==> config.mk <==
export PLATFORM = sky130hd
export DESIGN_NAME = framed_message_receiver
export DESIGN_NICKNAME = d
export VERILOG_FILES = /design/src/rtl/fmr_pkg.sv /design/src/rtl/fmr_rem_unit.sv /design/src/rtl/fmr_pay_mem.sv /design/src/rtl/framed_message_receiver.sv
export SDC_FILE = /design/constraint.sdc
export NUM_CORES = 1
export LEC_CHECK = 0
export BUFFER_PORTS_ARGS = -buffer_cell sky130_fd_sc_hd__buf_2
export CAP_MARGIN = 20
export CORE_MARGIN = 3
export CORE_UTILIZATION = 55
export CTS_BUF_LIST = sky130_fd_sc_hd__clkbuf_4 sky130_fd_sc_hd__clkbuf_8
export CTS_CLUSTER_DIAMETER = 40
export DETAILED_ROUTE_END_ITERATION = 16
export GPL_TIMING_DRIVEN = 1
export PLACE_DENSITY = 0.72
export REMOVE_ABC_BUFFERS = 1
export SYNTH_ARGS = -nofsm -noshare
export SYNTH_HDL_FRONTEND = slang
export SYNTH_SLANG_ARGS = --single-unit
==> constraint.sdc <==
create_clock -name clk_i -period 4.25 [get_ports clk_i]
set_input_delay 0 -clock clk_i [delete_from_list [all_inputs] [get_ports clk_i]]
set_output_delay 0 -clock clk_i [all_outputs]
set_load 0.01 [all_outputs]
==> src/rtl/fmr_pkg.sv <==
// shared types, codes and default sizes for the framed message receiver
// no dependencies
package fmr_pkg;

  localparam int unsigned MAX_PAYLOAD_DEF    = 25;
  localparam int unsigned FRAME_OVERHEAD_DEF = 5;
  localparam int unsigned BYTE_MAX           = 255;

  localparam int unsigned STATUS_W = 3;
  localparam int unsigned LEN_W    = 5;
  localparam int unsigned BYTE_W   = 8;
  localparam int unsigned TICK_W   = 16;
  localparam int unsigned CFG_IDX_W = 2;

  typedef enum logic [STATUS_W-1:0] {
    STAT_OK       = 3'd0,
    STAT_TIMEOUT  = 3'd1,
    STAT_BAD_SUM  = 3'd2,
    STAT_NO_END   = 3'd3,
    STAT_TOO_LONG = 3'd4
  } status_e;

  typedef enum logic [CFG_IDX_W-1:0] {
    CFG_START   = 2'd0,
    CFG_END     = 2'd1,
    CFG_TIMEOUT = 2'd2
  } cfg_idx_e;

  typedef enum logic [2:0] {
    PH_HUNT = 3'd0,
    PH_TYPE = 3'd1,
    PH_LEN  = 3'd2,
    PH_DATA = 3'd3,
    PH_CSUM = 3'd4,
    PH_END  = 3'd5
  } phase_e;

  typedef enum logic [2:0] {
    SEQ_IDLE = 3'd0,
    SEQ_DIV  = 3'd1,
    SEQ_SOLO = 3'd2,
    SEQ_READ = 3'd3,
    SEQ_EMIT = 3'd4
  } seq_e;

  typedef struct packed {
    logic busy;
    logic done;
  } rem_stat_t;

endpackage

==> src/rtl/fmr_rem_unit.sv <==
// iterative restoring remainder unit, one quotient bit per cycle
// depends on fmr_pkg
module fmr_rem_unit #(
  parameter int unsigned SUM_W = 13,
  parameter int unsigned DIV_W = 5
) (
  input  logic                 clk_i,
  input  logic                 rst_ni,
  input  logic                 start_i,
  input  logic [SUM_W-1:0]     dividend_i,
  input  logic [DIV_W-1:0]     divisor_i,
  output fmr_pkg::rem_stat_t   stat_o,
  output logic [DIV_W-1:0]     rem_o
);
  import fmr_pkg::*;

  localparam int unsigned CNT_W = $clog2(SUM_W + 1);

  logic             busy_q, busy_d;
  logic             done_q, done_d;
  logic [CNT_W-1:0] cnt_q, cnt_d;
  logic [SUM_W-1:0] dvd_q, dvd_d;
  logic [DIV_W-1:0] div_q, div_d;
  logic [DIV_W-1:0] rem_q, rem_d;
  logic [DIV_W:0]   trial;

  assign trial = {rem_q, dvd_q[SUM_W-1]};

  always_comb begin
    busy_d = busy_q;
    done_d = 1'b0;
    cnt_d  = cnt_q;
    dvd_d  = dvd_q;
    div_d  = div_q;
    rem_d  = rem_q;
    if (start_i) begin
      busy_d = 1'b1;
      cnt_d  = CNT_W'(SUM_W);
      dvd_d  = dividend_i;
      div_d  = divisor_i;
      rem_d  = '0;
    end else if (busy_q) begin
      if (trial >= {1'b0, div_q}) begin
        rem_d = DIV_W'(trial - {1'b0, div_q});
      end else begin
        rem_d = trial[DIV_W-1:0];
      end
      dvd_d = dvd_q << 1;
      cnt_d = cnt_q - CNT_W'(1);
      if (cnt_q == CNT_W'(1)) begin
        busy_d = 1'b0;
        done_d = 1'b1;
      end
    end
  end

  always_ff @(posedge clk_i or negedge rst_ni) begin
    if (!rst_ni) begin
      busy_q <= 1'b0;
      done_q <= 1'b0;
      cnt_q  <= '0;
    end else begin
      busy_q <= busy_d;
      done_q <= done_d;
      cnt_q  <= cnt_d;
    end
  end

  always_ff @(posedge clk_i) begin
    dvd_q <= dvd_d;
    div_q <= div_d;
    rem_q <= rem_d;
  end

  assign stat_o.busy = busy_q;
  assign stat_o.done = done_q;
  assign rem_o       = rem_q;

endmodule

==> src/rtl/fmr_pay_mem.sv <==
// payload byte store, one write and one registered read per cycle
// depends on fmr_pkg
module fmr_pay_mem #(
  parameter int unsigned DEPTH  = 25,
  parameter int unsigned ADDR_W = 5
) (
  input  logic                       clk_i,
  input  logic                       we_i,
  input  logic [ADDR_W-1:0]          waddr_i,
  input  logic [fmr_pkg::BYTE_W-1:0] wdata_i,
  input  logic [ADDR_W-1:0]          raddr_i,
  output logic [fmr_pkg::BYTE_W-1:0] rdata_o
);
  import fmr_pkg::*;

  logic [BYTE_W-1:0] mem [DEPTH];
  logic [BYTE_W-1:0] rdata_q;

  always_ff @(posedge clk_i) begin
    if (we_i) begin
      mem[waddr_i] <= wdata_i;
    end
    rdata_q <= mem[raddr_i];
  end

  assign rdata_o = rdata_q;

endmodule

==> src/rtl/framed_message_receiver.sv <==
// top level of the framed message receiver: frame parser, sequencer, output register
// depends on fmr_pkg, fmr_rem_unit and fmr_pay_mem
//
// Takes received bytes and timer ticks one transfer at a time and parses
// frames of start, type, length, payload, checksum and end byte. The end
// byte of a frame whose sum exceeds 255 holds the input while the
// shift-subtract remainder unit works through the running sum bit by bit
// (13 bits at the default payload limit). A good frame then unloads its
// payload through the registered read port of the payload memory, each byte
// read and then emitted; a single result (error or empty frame) is loaded
// directly. Input is not taken while results are produced, and each result
// waits for the output register to be free, so a result still held there
// stalls the sequencer; a held result alone never stops the next byte.
// No clearing pass after reset.
module framed_message_receiver #(
  parameter int unsigned MAX_PAYLOAD    = fmr_pkg::MAX_PAYLOAD_DEF,
  parameter int unsigned FRAME_OVERHEAD = fmr_pkg::FRAME_OVERHEAD_DEF
) (
  input  logic                          clk_i,
  input  logic                          rst_ni,
  input  logic                          cfg_valid_i,
  output logic                          cfg_ready_o,
  input  logic [fmr_pkg::CFG_IDX_W-1:0] cfg_index_i,
  input  logic [fmr_pkg::TICK_W-1:0]    cfg_data_i,
  input  logic                          in_valid_i,
  output logic                          in_ready_o,
  input  logic                          req_type_i,
  input  logic [fmr_pkg::BYTE_W-1:0]    rx_byte_i,
  output logic                          out_valid_o,
  input  logic                          out_ready_i,
  output logic [fmr_pkg::STATUS_W-1:0]  status_o,
  output logic [fmr_pkg::BYTE_W-1:0]    msg_type_o,
  output logic [fmr_pkg::LEN_W-1:0]     payload_len_o,
  output logic [fmr_pkg::BYTE_W-1:0]    data_byte_o,
  output logic [fmr_pkg::LEN_W-1:0]     byte_index_o,
  output logic                          data_valid_o,
  output logic                          last_o
);
  import fmr_pkg::*;

  localparam int unsigned LEN_IW = $clog2(MAX_PAYLOAD + 1);
  localparam int unsigned ADDR_W = (MAX_PAYLOAD > 1) ? $clog2(MAX_PAYLOAD) : 1;
  localparam int unsigned SUM_W  = $clog2(BYTE_MAX * (MAX_PAYLOAD + 2) + 1);
  localparam int unsigned DIV_W  = $clog2(MAX_PAYLOAD + FRAME_OVERHEAD + 1);

  // configuration
  logic [BYTE_W-1:0] start_q, end_q;
  logic [TICK_W-1:0] timeout_q;

  // frame state
  phase_e            phase_q, phase_d;
  logic [BYTE_W-1:0] type_q, type_d;
  logic [LEN_IW-1:0] len_q, len_d;
  logic [LEN_IW-1:0] cnt_q, cnt_d;
  logic [SUM_W-1:0]  sum_q, sum_d;
  logic [BYTE_W-1:0] csum_q, csum_d;
  logic [TICK_W-1:0] tick_q, tick_d;

  // sequencer
  seq_e              seq_q, seq_d;
  seq_e              item_seq, div_seq;
  status_e           stat_q, stat_d;
  logic [LEN_IW-1:0] emit_q, emit_d;

  logic              in_fire;
  logic              out_free;
  logic              out_load;
  logic              emit_last;
  logic [TICK_W:0]   tick_next;
  logic [LEN_IW-1:0] cnt_inc;
  logic              mem_we;
  logic [BYTE_W-1:0] mem_rdata;
  logic              div_start;
  rem_stat_t         rem_stat;
  logic [DIV_W-1:0]  rem;
  logic [DIV_W-1:0]  divisor;

  // output register
  logic              out_valid_q;
  status_e           o_stat_q;
  logic [BYTE_W-1:0] o_type_q, o_data_q;
  logic [LEN_W-1:0]  o_len_q, o_idx_q;
  logic              o_dvalid_q, o_last_q;

  assign cfg_ready_o = 1'b1;
  assign in_ready_o  = (seq_q == SEQ_IDLE);
  assign in_fire     = in_valid_i && in_ready_o;
  assign out_free    = !out_valid_q || out_ready_i;
  assign tick_next   = {1'b0, tick_q} + (TICK_W+1)'(1);
  assign cnt_inc     = cnt_q + LEN_IW'(1);
  assign divisor     = DIV_W'(len_q) + DIV_W'(FRAME_OVERHEAD);
  assign emit_last   = ((emit_q + LEN_IW'(1)) == len_q);

  always_ff @(posedge clk_i or negedge rst_ni) begin
    if (!rst_ni) begin
      start_q   <= BYTE_W'(2);
      end_q     <= BYTE_W'(3);
      timeout_q <= TICK_W'(100);
    end else if (cfg_valid_i && cfg_ready_o) begin
      case (cfg_idx_e'(cfg_index_i))
        CFG_START:   start_q   <= cfg_data_i[BYTE_W-1:0];
        CFG_END:     end_q     <= cfg_data_i[BYTE_W-1:0];
        CFG_TIMEOUT: timeout_q <= cfg_data_i;
        default:     ;
      endcase
    end
  end

  // frame parsing and datapath updates
  always_comb begin
    phase_d   = phase_q;
    type_d    = type_q;
    len_d     = len_q;
    cnt_d     = cnt_q;
    sum_d     = sum_q;
    csum_d    = csum_q;
    tick_d    = tick_q;
    stat_d    = stat_q;
    emit_d    = emit_q;
    item_seq  = SEQ_IDLE;
    div_seq   = SEQ_SOLO;
    mem_we    = 1'b0;
    div_start = 1'b0;
    if ((seq_q == SEQ_IDLE) && in_fire) begin
      if (req_type_i) begin
        if (phase_q != PH_HUNT) begin
          if (tick_next > {1'b0, timeout_q}) begin
            stat_d   = STAT_TIMEOUT;
            phase_d  = PH_HUNT;
            item_seq = SEQ_SOLO;
          end else begin
            tick_d = tick_next[TICK_W-1:0];
          end
        end
      end else begin
        case (phase_q)
          PH_HUNT: begin
            if (rx_byte_i == start_q) begin
              phase_d = PH_TYPE;
              type_d  = '0;
              len_d   = '0;
              cnt_d   = '0;
              sum_d   = '0;
              csum_d  = '0;
              tick_d  = '0;
            end
          end
          PH_TYPE: begin
            type_d  = rx_byte_i;
            sum_d   = SUM_W'(rx_byte_i);
            phase_d = PH_LEN;
          end
          PH_LEN: begin
            if (rx_byte_i > BYTE_W'(MAX_PAYLOAD)) begin
              stat_d   = STAT_TOO_LONG;
              phase_d  = PH_HUNT;
              item_seq = SEQ_SOLO;
            end else begin
              len_d   = LEN_IW'(rx_byte_i);
              sum_d   = sum_q + SUM_W'(rx_byte_i);
              cnt_d   = '0;
              tick_d  = '0;
              phase_d = (rx_byte_i == '0) ? PH_CSUM : PH_DATA;
            end
          end
          PH_DATA: begin
            mem_we = 1'b1;
            sum_d  = sum_q + SUM_W'(rx_byte_i);
            cnt_d  = cnt_inc;
            if (cnt_inc >= len_q) begin
              phase_d = PH_CSUM;
            end
          end
          PH_CSUM: begin
            csum_d  = rx_byte_i;
            phase_d = PH_END;
          end
          PH_END: begin
            phase_d = PH_HUNT;
            if (rx_byte_i != end_q) begin
              stat_d   = STAT_NO_END;
              item_seq = SEQ_SOLO;
            end else if (sum_q > SUM_W'(BYTE_MAX)) begin
              div_start = 1'b1;
              item_seq  = SEQ_DIV;
            end else if (sum_q == SUM_W'(csum_q)) begin
              stat_d   = STAT_OK;
              emit_d   = '0;
              item_seq = (len_q == '0) ? SEQ_SOLO : SEQ_READ;
            end else begin
              stat_d   = STAT_BAD_SUM;
              item_seq = SEQ_SOLO;
            end
          end
          default: phase_d = PH_HUNT;
        endcase
      end
    end else if ((seq_q == SEQ_DIV) && rem_stat.done) begin
      if (SUM_W'(rem) == SUM_W'(csum_q)) begin
        stat_d  = STAT_OK;
        emit_d  = '0;
        div_seq = (len_q == '0) ? SEQ_SOLO : SEQ_READ;
      end else begin
        stat_d  = STAT_BAD_SUM;
        div_seq = SEQ_SOLO;
      end
    end else if ((seq_q == SEQ_EMIT) && out_free) begin
      emit_d = emit_q + LEN_IW'(1);
    end
  end

  // sequencer next state
  always_comb begin
    seq_d = seq_q;
    case (seq_q)
      SEQ_IDLE: if (in_fire) seq_d = item_seq;
      SEQ_DIV:  if (rem_stat.done) seq_d = div_seq;
      SEQ_SOLO: if (out_free) seq_d = SEQ_IDLE;
      SEQ_READ: seq_d = SEQ_EMIT;
      SEQ_EMIT: if (out_free) seq_d = emit_last ? SEQ_IDLE : SEQ_READ;
      default:  seq_d = SEQ_IDLE;
    endcase
  end

  // sequencer outputs
  always_comb begin
    case (seq_q)
      SEQ_SOLO: out_load = out_free;
      SEQ_EMIT: out_load = out_free;
      default:  out_load = 1'b0;
    endcase
  end

  always_ff @(posedge clk_i or negedge rst_ni) begin
    if (!rst_ni) begin
      seq_q       <= SEQ_IDLE;
      phase_q     <= PH_HUNT;
      type_q      <= '0;
      len_q       <= '0;
      cnt_q       <= '0;
      sum_q       <= '0;
      csum_q      <= '0;
      tick_q      <= '0;
      stat_q      <= STAT_OK;
      emit_q      <= '0;
      out_valid_q <= 1'b0;
    end else begin
      seq_q   <= seq_d;
      phase_q <= phase_d;
      type_q  <= type_d;
      len_q   <= len_d;
      cnt_q   <= cnt_d;
      sum_q   <= sum_d;
      csum_q  <= csum_d;
      tick_q  <= tick_d;
      stat_q  <= stat_d;
      emit_q  <= emit_d;
      if (out_load) begin
        out_valid_q <= 1'b1;
      end else if (out_ready_i) begin
        out_valid_q <= 1'b0;
      end
    end
  end

  always_ff @(posedge clk_i) begin
    if (out_load) begin
      o_type_q <= type_q;
      o_len_q  <= LEN_W'(len_q);
      if (seq_q == SEQ_EMIT) begin
        o_stat_q   <= STAT_OK;
        o_data_q   <= mem_rdata;
        o_idx_q    <= LEN_W'(emit_q);
        o_dvalid_q <= 1'b1;
        o_last_q   <= emit_last;
      end else begin
        o_stat_q   <= stat_q;
        o_data_q   <= '0;
        o_idx_q    <= '0;
        o_dvalid_q <= 1'b0;
        o_last_q   <= 1'b1;
      end
    end
  end

  fmr_rem_unit #(
    .SUM_W (SUM_W),
    .DIV_W (DIV_W)
  ) u_rem (
    .clk_i      (clk_i),
    .rst_ni     (rst_ni),
    .start_i    (div_start),
    .dividend_i (sum_q),
    .divisor_i  (divisor),
    .stat_o     (rem_stat),
    .rem_o      (rem)
  );

  fmr_pay_mem #(
    .DEPTH  (MAX_PAYLOAD),
    .ADDR_W (ADDR_W)
  ) u_mem (
    .clk_i   (clk_i),
    .we_i    (mem_we),
    .waddr_i (cnt_q[ADDR_W-1:0]),
    .wdata_i (rx_byte_i),
    .raddr_i (emit_q[ADDR_W-1:0]),
    .rdata_o (mem_rdata)
  );

  assign out_valid_o   = out_valid_q;
  assign status_o      = o_stat_q;
  assign msg_type_o    = o_type_q;
  assign payload_len_o = o_len_q;
  assign data_byte_o   = o_data_q;
  assign byte_index_o  = o_idx_q;
  assign data_valid_o  = o_dvalid_q;
  assign last_o        = o_last_q;

  a_data_only_ok: assert property (@(posedge clk_i) disable iff (!rst_ni)
    (out_valid_o && data_valid_o) |-> (status_o == STAT_OK))
    else $error("payload byte carries an error status");

  a_done_in_div: assert property (@(posedge clk_i) disable iff (!rst_ni)
    rem_stat.done |-> (seq_q == SEQ_DIV))
    else $error("remainder finished outside the divide step");

  a_emit_in_range: assert property (@(posedge clk_i) disable iff (!rst_ni)
    ((seq_q == SEQ_READ) || (seq_q == SEQ_EMIT)) |-> (emit_q < len_q))
    else $error("emit index beyond frame length");

  a_hunt_while_busy: assert property (@(posedge clk_i) disable iff (!rst_ni)
    (seq_q != SEQ_IDLE) |-> (phase_q == PH_HUNT))
    else $error("frame parsing active while results are produced");

endmodule

# Word-level counts from Yosys, hierarchy flattened
# Memory sizes are Yosys's and may differ from the RTL's. A register that Yosys moved wholly into a read port is not among the register bits.
# Cells that the tools add are included.
word_totals:
  regBits: 162
  ramBits: 200
  inputBits: 32
  output_inout_bits: 34
  word_cells: 206
  memories: 1
classes:
  add_sub_neg: 7
  magnitude_cmp: 5
  eq_ne: 40
  muxes: 89
  bitwise_logic: 1
  reduce_logical: 36
mem_list:
  columns: ["memory", "words", "word_bits", "rd", "rd_ports_with_merged_regs", "wr", "line", "source"]
  rows:
  - ["u_mem.mem", 25, 8, 1, 1, 1, "fmr_pay_mem.sv:16", "logic [BYTE_W-1:0] mem [DEPTH];"]
ops:
  columns: ["operator", "count"]
  rows:
  - ["16-bit 2-to-1 mux", 5]
  - ["5-bit 2-to-1 mux", 13]
  - ["3-bit 2-to-1 mux", 21]
  - ["13-bit 2-to-1 mux", 4]
  - ["13-bit case mux with 4 select lines", 1]
  - ["16-bit case mux with 2 select lines", 1]
  - ["8-bit case mux with 2 select lines", 2]
  - ["3-bit case mux with 5 select lines", 2]
  - ["1-bit 2-to-1 mux", 25]
  - ["5-bit AND reduction", 4]
  - ["16-bit by 1-bit adder with 17-bit output, second input constant", 1]
  - ["17-bit by 16-bit greater-than comparator with 1-bit output", 1]
  - ["2-bit 2-to-1 mux", 8]
  - ["2-bit inequality test, second input constant", 8]
  - ["5-bit case mux with 3 select lines", 1]
  - ["13-bit by 8-bit adder with 13-bit output", 1]
  - ["13-bit by 8-bit == test with 1-bit output", 1]
  - ["13-bit by 8-bit greater-than comparator with 1-bit output, second input constant", 1]
  - ["3-bit by 2-bit == test with 1-bit output, second input constant", 4]
  - ["2-bit by 1-bit inequality test with 1-bit output, second input constant", 6]
  - ["4-bit AND reduction", 3]
  - ["6-bit AND reduction", 2]
  - ["2-bit nonzero test", 6]
  - ["3-bit nonzero test", 4]
  - ["38 further kinds", 53]

# Logic depth before layout (Yosys ltp)
# Gate-level depths: netlist of run 1.
logic_depth:
  depth_word: 10
  mapped_depth: 16
  mapped_depth_nobuf: 15

# Modules after synthesis
# From an unflattened synthesis of run 1, not the netlist that was laid out.
hier_totals:
  hier_cells: 1286
  area_unflattened_um2: 16895.0
modules_own_cells:
  columns: ["module", "instances", "cells_each", "area_per_inst_um2", "seq_area_each_um2"]
  rows:
  - ["fmr_pay_mem", 1, 461, 8097.8, 6165.9]
  - ["framed_message_receiver", 1, 720, 7388.3, 3490.8]
  - ["fmr_rem_unit", 1, 105, 1408.9, 790.8]

# Worst setup path before layout of run 1
# No wires, ideal clock.
synth_path:
  kind: "flip-flop to flip-flop"
  from: "register tick_q[0]"
  to: "register tick_q[10]"
  setup_time_ps: 126
  t_arrival_ps: 3415
  setup_slack_ps: 709
  path_stages_with_launch: 16
  synth_period_minus_slack_ps: 3541
  cell_sequence: "dfrtp_1 ha_1 and3_1 nand3_1 nor2_1 nand3_1 nor3_1 xor2_1 ha_1 nand3_1 nor3_1 a2111oi_0 o21ai_0 a211oi_4 a41oi_2 a221o_1"
synth_via:
  elab_chain_cells: 4
  elab_cells_between_ends: 7
  cone_classes: "add/sub (1); order compare (1); eq/ne (1); mux (3); reduce/logical (1)"
synth_lines:
  columns: ["element", "line", "source"]
  rows:
  - ["from (decl)", "framed_message_receiver.sv:57", "logic [TICK_W-1:0] tick_q, tick_d;"]
  - ["from (signal assigned)", "framed_message_receiver.sv:255", "tick_q <= tick_d;"]
  - ["16-bit by 1-bit adder with 17-bit output *", "framed_message_receiver.sv:89", "assign tick_next = {1'b0, tick_q} + (TICK_W+1)'(1);"]
  - ["17-bit by 16-bit greater-than comparator with 1-bit output or 16-bit 2-to-1 mux (tied branches)", "framed_message_receiver.sv:127", "if (tick_next > {1'b0, timeout_q}) begin"]
  - ["2-bit inequality test (no source line) or 16-bit 2-to-1 mux (tied branches)", null, null]
  - ["6-bit AND reduction (no source line) or 16-bit 2-to-1 mux (tied branches)", null, null]
# Every way passes the cells marked *; elsewhere a longest branch is shown, timed or not. The select of a mux whose other input is x is not followed.
# A chain may end at the register's enable or synchronous reset.

# Final worst setup path of run 1
layout_path:
  from: "register tick_q[0]"
  to: "register phase_q[1]"
layout_via:
  elab_chain_cells: 4
layout_lines:
  columns: ["element", "line", "source"]
  rows:
  - ["16-bit by 1-bit adder with 17-bit output", "framed_message_receiver.sv:89", null]
  - ["17-bit by 16-bit greater-than comparator with 1-bit output", "framed_message_receiver.sv:127", null]
  - ["2-bit by 1-bit inequality test with 1-bit output (no source line)", null, null]
  - ["5-bit AND reduction (no source line)", null, null]
  - ["to (signal assigned)", "framed_message_receiver.sv:249", "phase_q <= phase_d;"]
  - ["to (decl)", "framed_message_receiver.sv:51", "phase_e phase_q, phase_d;"]
# Every way passes these cells.

==> results_dict.tcl, run 1 <==
set metrics [dict create \
    io_buffers 64 \
    cts_setup_buffers 0 \
    drt_iter0_drc 949 \
    setup_viol 0 \
    hpwl_um 23440 \
    vias_per_cell 5.820 \
    grt_usage 0.2251 \
    numCtsBuffers 60 \
    wl_met2_um 17260 \
    die_height_um 180.1 \
    switching_share 0.2514 \
    core_area_um2 29800 \
    p_comb_frac 0.130 \
    synth-seq-area-share 0.6265 \
    startpoint_type "flop" \
    grt_max_degree 69 \
    irDropWorstVdd_mv 0.2323 \
    synth_warnings 0 \
    clockBufferDepth 3 \
    max_cap_viol_count 0 \
    p_int_mw 6.294 \
    grt_pass1_wl_um 57850 \
    vias 10360 \
    area_growth_pct 13.66 \
    synth-main-ff-cell "edfxtp_1" \
    relSlewSlack 0.3452 \
    crit_type "reg -> reg" \
    slowest_delay_ns 0.50 \
    pwr_density_cell_nw_per_um2 443.6 \
    seq_power_share 0.502 \
    hold_violations 0 \
    status "complete, no violations" \
    crit_buf_inv 1 \
    die-area_um2 32440 \
    p_leak_nw 7.262 \
    cp_slowest_cell "a211o_1" \
    holdPathStages 1 \
    yosys_register_bits 370 \
    period_share 0.9067 \
    path_clk_slew_ns 0.06 \
    fmax_mhz 259.5 \
    diodes 0 \
    antenna_found_initial 0 \
    io_pins 66 \
    crit_chain "ha_1 -> and3_1 -> nand3_1 -> nor2_1 -> nand3_1 -> nor3_1 -> xor2_1 -> ha_1 -> nand3_1 -> nor3_1 -> inv_1 -> o21ai_1 -> a211o_1 -> nand2_1 -> a22o_1" \
    avgSynthCellArea_um2 13.62 \
    p_switching_mw 2.114 \
    place.gp.congestion 0.8629 \
    ff2ff_setup_slack_ns 0.40 \
    synth_area_um2 16670 \
    rsz0062_at_grt "no" \
    rows 63 \
    fin_area_um2 18950 \
    synth_edf_count 249 \
    min_delay_worst_endpoint "u_mem.mem[12][2]$_DFFE_PP_" \
    hp-class "in -> reg" \
    r2r_start "tick_q[0]$_DFFE_PN0P_" \
    die_w_um 180.1 \
    min-delay-start "rx_byte_i[2]" \
    start_util 0.5596 \
    wl_met1_um 15970 \
    cts_tree "done" \
    placed_area_um2 17440 \
    final.setup.tns_ns 0 \
    worst_slew_pin_slew_ns 0.9801 \
    wl_met3_um 2430 \
    grt_pass1_vias 10479 \
    syn_inst 1224 \
    drv_slew 0 \
    wl_per_cell_um 20.32 \
    layout_common_cells "249 x edfxtp_1, 140 x nand2_1, 101 x dfrtp_1" \
    wl_um 36170 \
    drive_gt1_frac 0.2245 \
    timing.rr.end "phase_q[1]$_DFFE_PN0P_" \
    clk_latency_ns 0.61 \
    cts_root_buf "clkbuf_8" \
    rr_worst_depth 15 \
    clkPwrFrac 0.368 \
    cp_top_family "simple AND/OR/NAND/NOR gates" \
    firstDrtPassIters 5 \
    cp.arrival_ns 4.34 \
    skew_ns 0.03507 \
    crit_top_cell "nand3_1" \
    synth-async-reset-ratio 0.2919 \
    nets 1420 \
    netlist-cell-type-count 67 \
    cp.required_ns 4.74 \
    cts_sinks 370 \
    top_layer "met4" \
    mostFrequentLayoutCell "edfxtp_1" \
    fillers 2265 \
    end_kind "flop" \
    finalCriticalPeriod_ns 3.854 \
    grt_overflow 0 \
    ant_nets 0 \
    drc 0 \
    crit_fanout 12 \
    htreeDepth 2 \
]
==> logic make-up (layout without fill, tap and decap cells) <==
| kind of cell | after synthesis | count (layout) | synth area share |
|---|---|---|---|
| AND/OR/NAND/NOR | 379 | 379 | 0.1072 |
| flip-flops | 370 | 370 | 0.6265 |
| AO/OA/AOI/OAI | 142 | 142 | 0.05838 |
| buffers and inverters | 111 | 277 | 0.02641 |
| multiplexers | 108 | 108 | 0.1106 |
| XOR/XNOR | 67 | 67 | 0.03519 |
| adder cells (fa/ha/maj) | 46 | 46 | 0.03542 |
| other | 1 | 1 | 0.0002249 |
==> power by group through the flow <==
stage | Combinational (mW) | Sequential (mW) | Clock (mW)
CTS | 1.09 | 4.22 | 3.16
detailed placement | 1.07 | 4.29 | 0
finish | 1.09 | 4.22 | 3.10
global route | 1.20 | 4.24 | 3.34
floorplan | 0.712 | 4.28 | 0
global placement | 1.03 | 4.28 | 0
==> cells in the mapped netlist, drive strengths merged (10+ instances only) <==
library cell	count	area (µm²)
edfxtp	249	7477
nand2	140	525.5
dfrtp	102	2552
nor2	85	319.1
inv	56	210.2
mux4	56	1261
mux2	50	563.0
ha	44	550.5
nand3	43	220.2
o21ai	41	205.2
clkbuf	39	146.4
xnor2	34	297.8
xor2	33	289.0
a21oi	26	130.1
and2	19	118.9
nand4	16	100.1
nor3	16	80.08
buf	15	80.08
a22o	13	113.9
dfxtp	13	260.3
nand2b	12	75.07
nor2b	11	68.82
a31oi	10	62.56
==> timing repair <==
item	in CTS	in global routing
setup endpoints to repair	0	23
gates resized for setup	0	5
hold buffers	26	0
hold endpoints to repair	153	0
==> worst reg2reg max path: stages, from the launching register on <==
cell and delay (ns):
dfrtp_1 0.42, ha_1 0.24, and3_1 0.23, nand3_1 0.13, nor2_1 0.12, nand3_1 0.16, nor3_1 0.22, xor2_1 0.12
ha_1 0.31, nand3_1 0.12, nor3_1 0.35, inv_1 0.08, o21ai_1 0.30, a211o_1 0.50, nand2_1 0.19, a22o_1 0.27
==> registers in the layout (all words and copies together), names as in the netlist, 13 cells and up <==
name         flops
sum_q           13
tick_q          16
timeout_q       16
u_mem.mem      200
u_rem.dvd_q     13
==> final cells by class <==
cell class,instances,area (µm²),share of cell area
well taps,390,488.0,0.02575
repair buffers,110,745.7,0.03935
clock buffers,91,1109,0.05849
clock inverters,19,131.4,0.006932
flip-flops and latches,370,10450,0.5515
inverters,57,214.0,0.01129
multi-input cells,743,5813,0.3067
==> worst max-delay path by stage <==
stage	to	startpoint	cells after the start	slack, ns
2_1_floorplan	tick_q[10]$_DFFE_PN0P_	tick_q[0]$_DFFE_PN0P_	15	0.52
3_3_place_gp	tick_q[10]$_DFFE_PN0P_	tick_q[0]$_DFFE_PN0P_	15	0.21
3_5_place_dp	tick_q[15]$_DFFE_PN0P_	tick_q[0]$_DFFE_PN0P_	15	0.12
4_1_cts	tick_q[15]$_DFFE_PN0P_	tick_q[0]$_DFFE_PN0P_	15	0.11
5_1_grt	phase_q[1]$_DFFE_PN0P_	tick_q[2]$_DFFE_PN0P_	14	0.08
6_report	phase_q[1]$_DFFE_PN0P_	tick_q[0]$_DFFE_PN0P_	15	0.40
==> through the flow <==
step           setup slack (ns)  instances  utilization  hold WS, ns  power [mW]
3_3_place_gp             0.2065       1644       0.5852       0.1847       5.314
3_5_place_dp             0.1170       1644       0.5852       0.1852       5.355
6_report                 0.3964       1780       0.6361      0.04455       8.408
4_1_cts                  0.1104       1780       0.6356     0.008600       8.464
2_1_floorplan            0.5245       1170            -      -0.2956       4.993
5_1_grt                 0.07810       1780       0.6361      0.02917       8.786
==> layer usage <==
metal  vias up  track usage
li1       4774            -
met1      5171       0.3257
met2       369       0.3626
met3        46      0.04017
met4         0      0.05281
met5         -            0
(Power assumes the default switching activity.)
==> inputs of run 2 (changes only) <==
BUFFER_PORTS_ARGS = default   (was -buffer_cell sky130_fd_sc_hd__buf_2)
DONT_BUFFER_PORTS = 1   (was default)
PLACE_DENSITY = 0.78   (was 0.72)
==> run 2 against run 1 <==
Effect of this change: the run now ends with negative hold slack left; non-clock buffer count is 52 lower; critical path depth unchanged; sequential power is 0.9% higher; die area unchanged; global-route usage decreased by 0.086 points; first-iteration DRC count grew 4.6%; clock-buffer cell count shrank 9; register-to-register slack got worse by 0.03 ns; clock skew grew 0.0046 ns; via count down 0.66%; largest cell class unchanged; largest power group unchanged.
==> results_dict.tcl, run 2 (synthesis gave the netlist of run 1 again) <==
set metrics [dict create \
    ant_nets 0 \
    cts_root_buf "clkbuf_8" \
    path_clk_slew_ns 0.07 \
    regArea_um2 10450 \
    p_leak_nw 7.105 \
    grt_usage 0.2242 \
    clk_latency_ns 0.60 \
    drc 0 \
    setup_viol 0 \
    wl_um 36460 \
    cp.arrival_ns 4.36 \
    seq_power_share 0.502 \
    nets 1366 \
    period_share 0.9138 \
    hpwl_um 22550 \
    switching_share 0.2478 \
    clockBufferDepth 3 \
    violations "negative hold slack" \
    fmax_mhz 257.5 \
    status "finished with violations" \
    hold_slack_ns -0.02626 \
    grt_pass1_wl_um 57850 \
    hold_violations 6 \
    max_cap_viol_count 0 \
    crit_type "reg -> reg" \
    hp-class "in -> async" \
    core_area_um2 29800 \
    drt_iter0_drc 993 \
    die_height_um 180.1 \
    grt_pass1_vias 10544 \
    grt_overflow 0 \
    area_growth_pct 13.23 \
    die-area_um2 32440 \
    pwr_density_cell_nw_per_um2 449.5 \
    cts_setup_buffers 0 \
    grt_util_met1 0.3084 \
    grt_max_degree 109 \
    place.gp.congestion 0.8839 \
    cts_tree "done" \
    final.setup.tns_ns 0 \
    cp.required_ns 4.72 \
    worst_slew_pin_slew_ns 1.056 \
    start_util 0.5596 \
    drive_gt1_frac 0.1818 \
    firstDrtPassIters 5 \
    end_kind "flop" \
    die_w_um 180.1 \
    vias 10292 \
    fillers 2131 \
    irDropWorstVdd_mv 0.4083 \
    diodes 0 \
    io_buffers 0 \
    numCtsBuffers 58 \
    rsz0062_at_grt "no" \
    rows 63 \
    clkPwrFrac 0.376 \
    skew_ns 0.03964 \
    met2_usage 0.3616 \
    layout_common_cells "249 x edfxtp_1, 140 x nand2_1, 101 x dfrtp_1" \
    p_int_mw 6.384 \
    p_switching_mw 2.102 \
    mostFrequentLayoutCell "edfxtp_1" \
    final_util 0.6337 \
    cts_sinks 370 \
    multiInputGateArea_um2 5807 \
    startpoint_type "flop" \
    drv_slew 0 \
    power_mw 8.486 \
    finalCriticalPeriod_ns 3.884 \
    relSlewSlack 0.2960 \
    top_register "u_mem.mem" \
    crit_fanout 7 \
    grt_use_met3 0.05349 \
    p_comb_frac 0.122 \
    io_pins 66 \
    antenna_found_initial 0 \
    busiest_layer "met2" \
    vias_per_cell 5.959 \
    largest_register_ffs 200 \
    largestRegisters "u_mem.mem: 200 flops, tick_q: 16 flops, timeout_q: 16 flops" \
    wl_per_cell_um 21.11 \
    htreeDepth 2 \
]
## run 2: repair_timing
item	in CTS	in global routing
endpoints found under the hold margin	390	0
resized for setup	0	3
hold buffers	43	0
setup endpoints to repair	0	17
## run 2: layout make-up
class	count	share of cell area
multi-input combinational	743	0.3076
tap	390	0.02584
inverter	57	0.01133
sequential	370	0.5535
clock inverter	27	0.01213
clock buffer	82	0.05514
timing repair buffer	58	0.03446
## run 2: final timing paths
path / slack [ns] / to / cells past startpoint / startpoint
worst max-delay path: 0.37 / tick_q[10]$_DFFE_PN0P_ / 15 / tick_q[0]$_DFFE_PN0P_
worst min-delay path: -0.03 / u_rem.busy_q$_DFF_PN0_ / 2 / rst_ni
worst max register to register: 0.37 / tick_q[10]$_DFFE_PN0P_ / 15 / tick_q[0]$_DFFE_PN0P_
worst min register to register: 0.44 / msg_type_o[6]$_DFFE_PP_ / 0 / type_q[6]$_DFFE_PN0P_
max in group asynchronous: 3.80 / timeout_q[5]$_DFFE_PN1P_ / 2 / rst_ni
min in group clk_i: 0.04 / tick_q[13]$_DFFE_PN0P_ / 3 / req_type_i
## run 2: per-stage QoR
stage,cells,area (µm²),setup WS [ns]
finish,1727,18880,0.3664
CTS,1726,18850,0.2596
global route,1727,18880,0.008831
floorplan,1170,16450,0.5245
global placement,1574,17060,0.4246
detailed placement,1574,17060,0.2757
## run 2: power by group through the flow
stage                     sequential (mW)  clock, mW  combinational, mW
final                                4.26       3.19               1.04
after global routing                 4.29       3.41               1.14
after CTS                            4.26       3.24               1.02
after detailed placement             4.33          0              0.899
after global placement               4.32          0              0.869
after floorplan                      4.28          0              0.712
## run 2: critical path, stage by stage (launching register included)
cell,delay (ns)
dfrtp_1,0.43
ha_1,0.25
and3_1,0.23
nand3_1,0.13
nor2_1,0.12
nand3_1,0.16
nor3_1,0.22
xor2_1,0.26
ha_1,0.29
nand3_1,0.13
nor3_1,0.07
a2111oi_0,0.36
o21ai_1,0.24
a211oi_4,0.31
a41oi_2,0.14
a221o_1,0.43
## run 2: per-layer routing
layer | up-vias | wire, µm
met5 | - | 0
met4 | 0 | 896
met3 | 76 | 2818
met2 | 438 | 17620
met1 | 5116 | 15120
li1 | 4662 | -
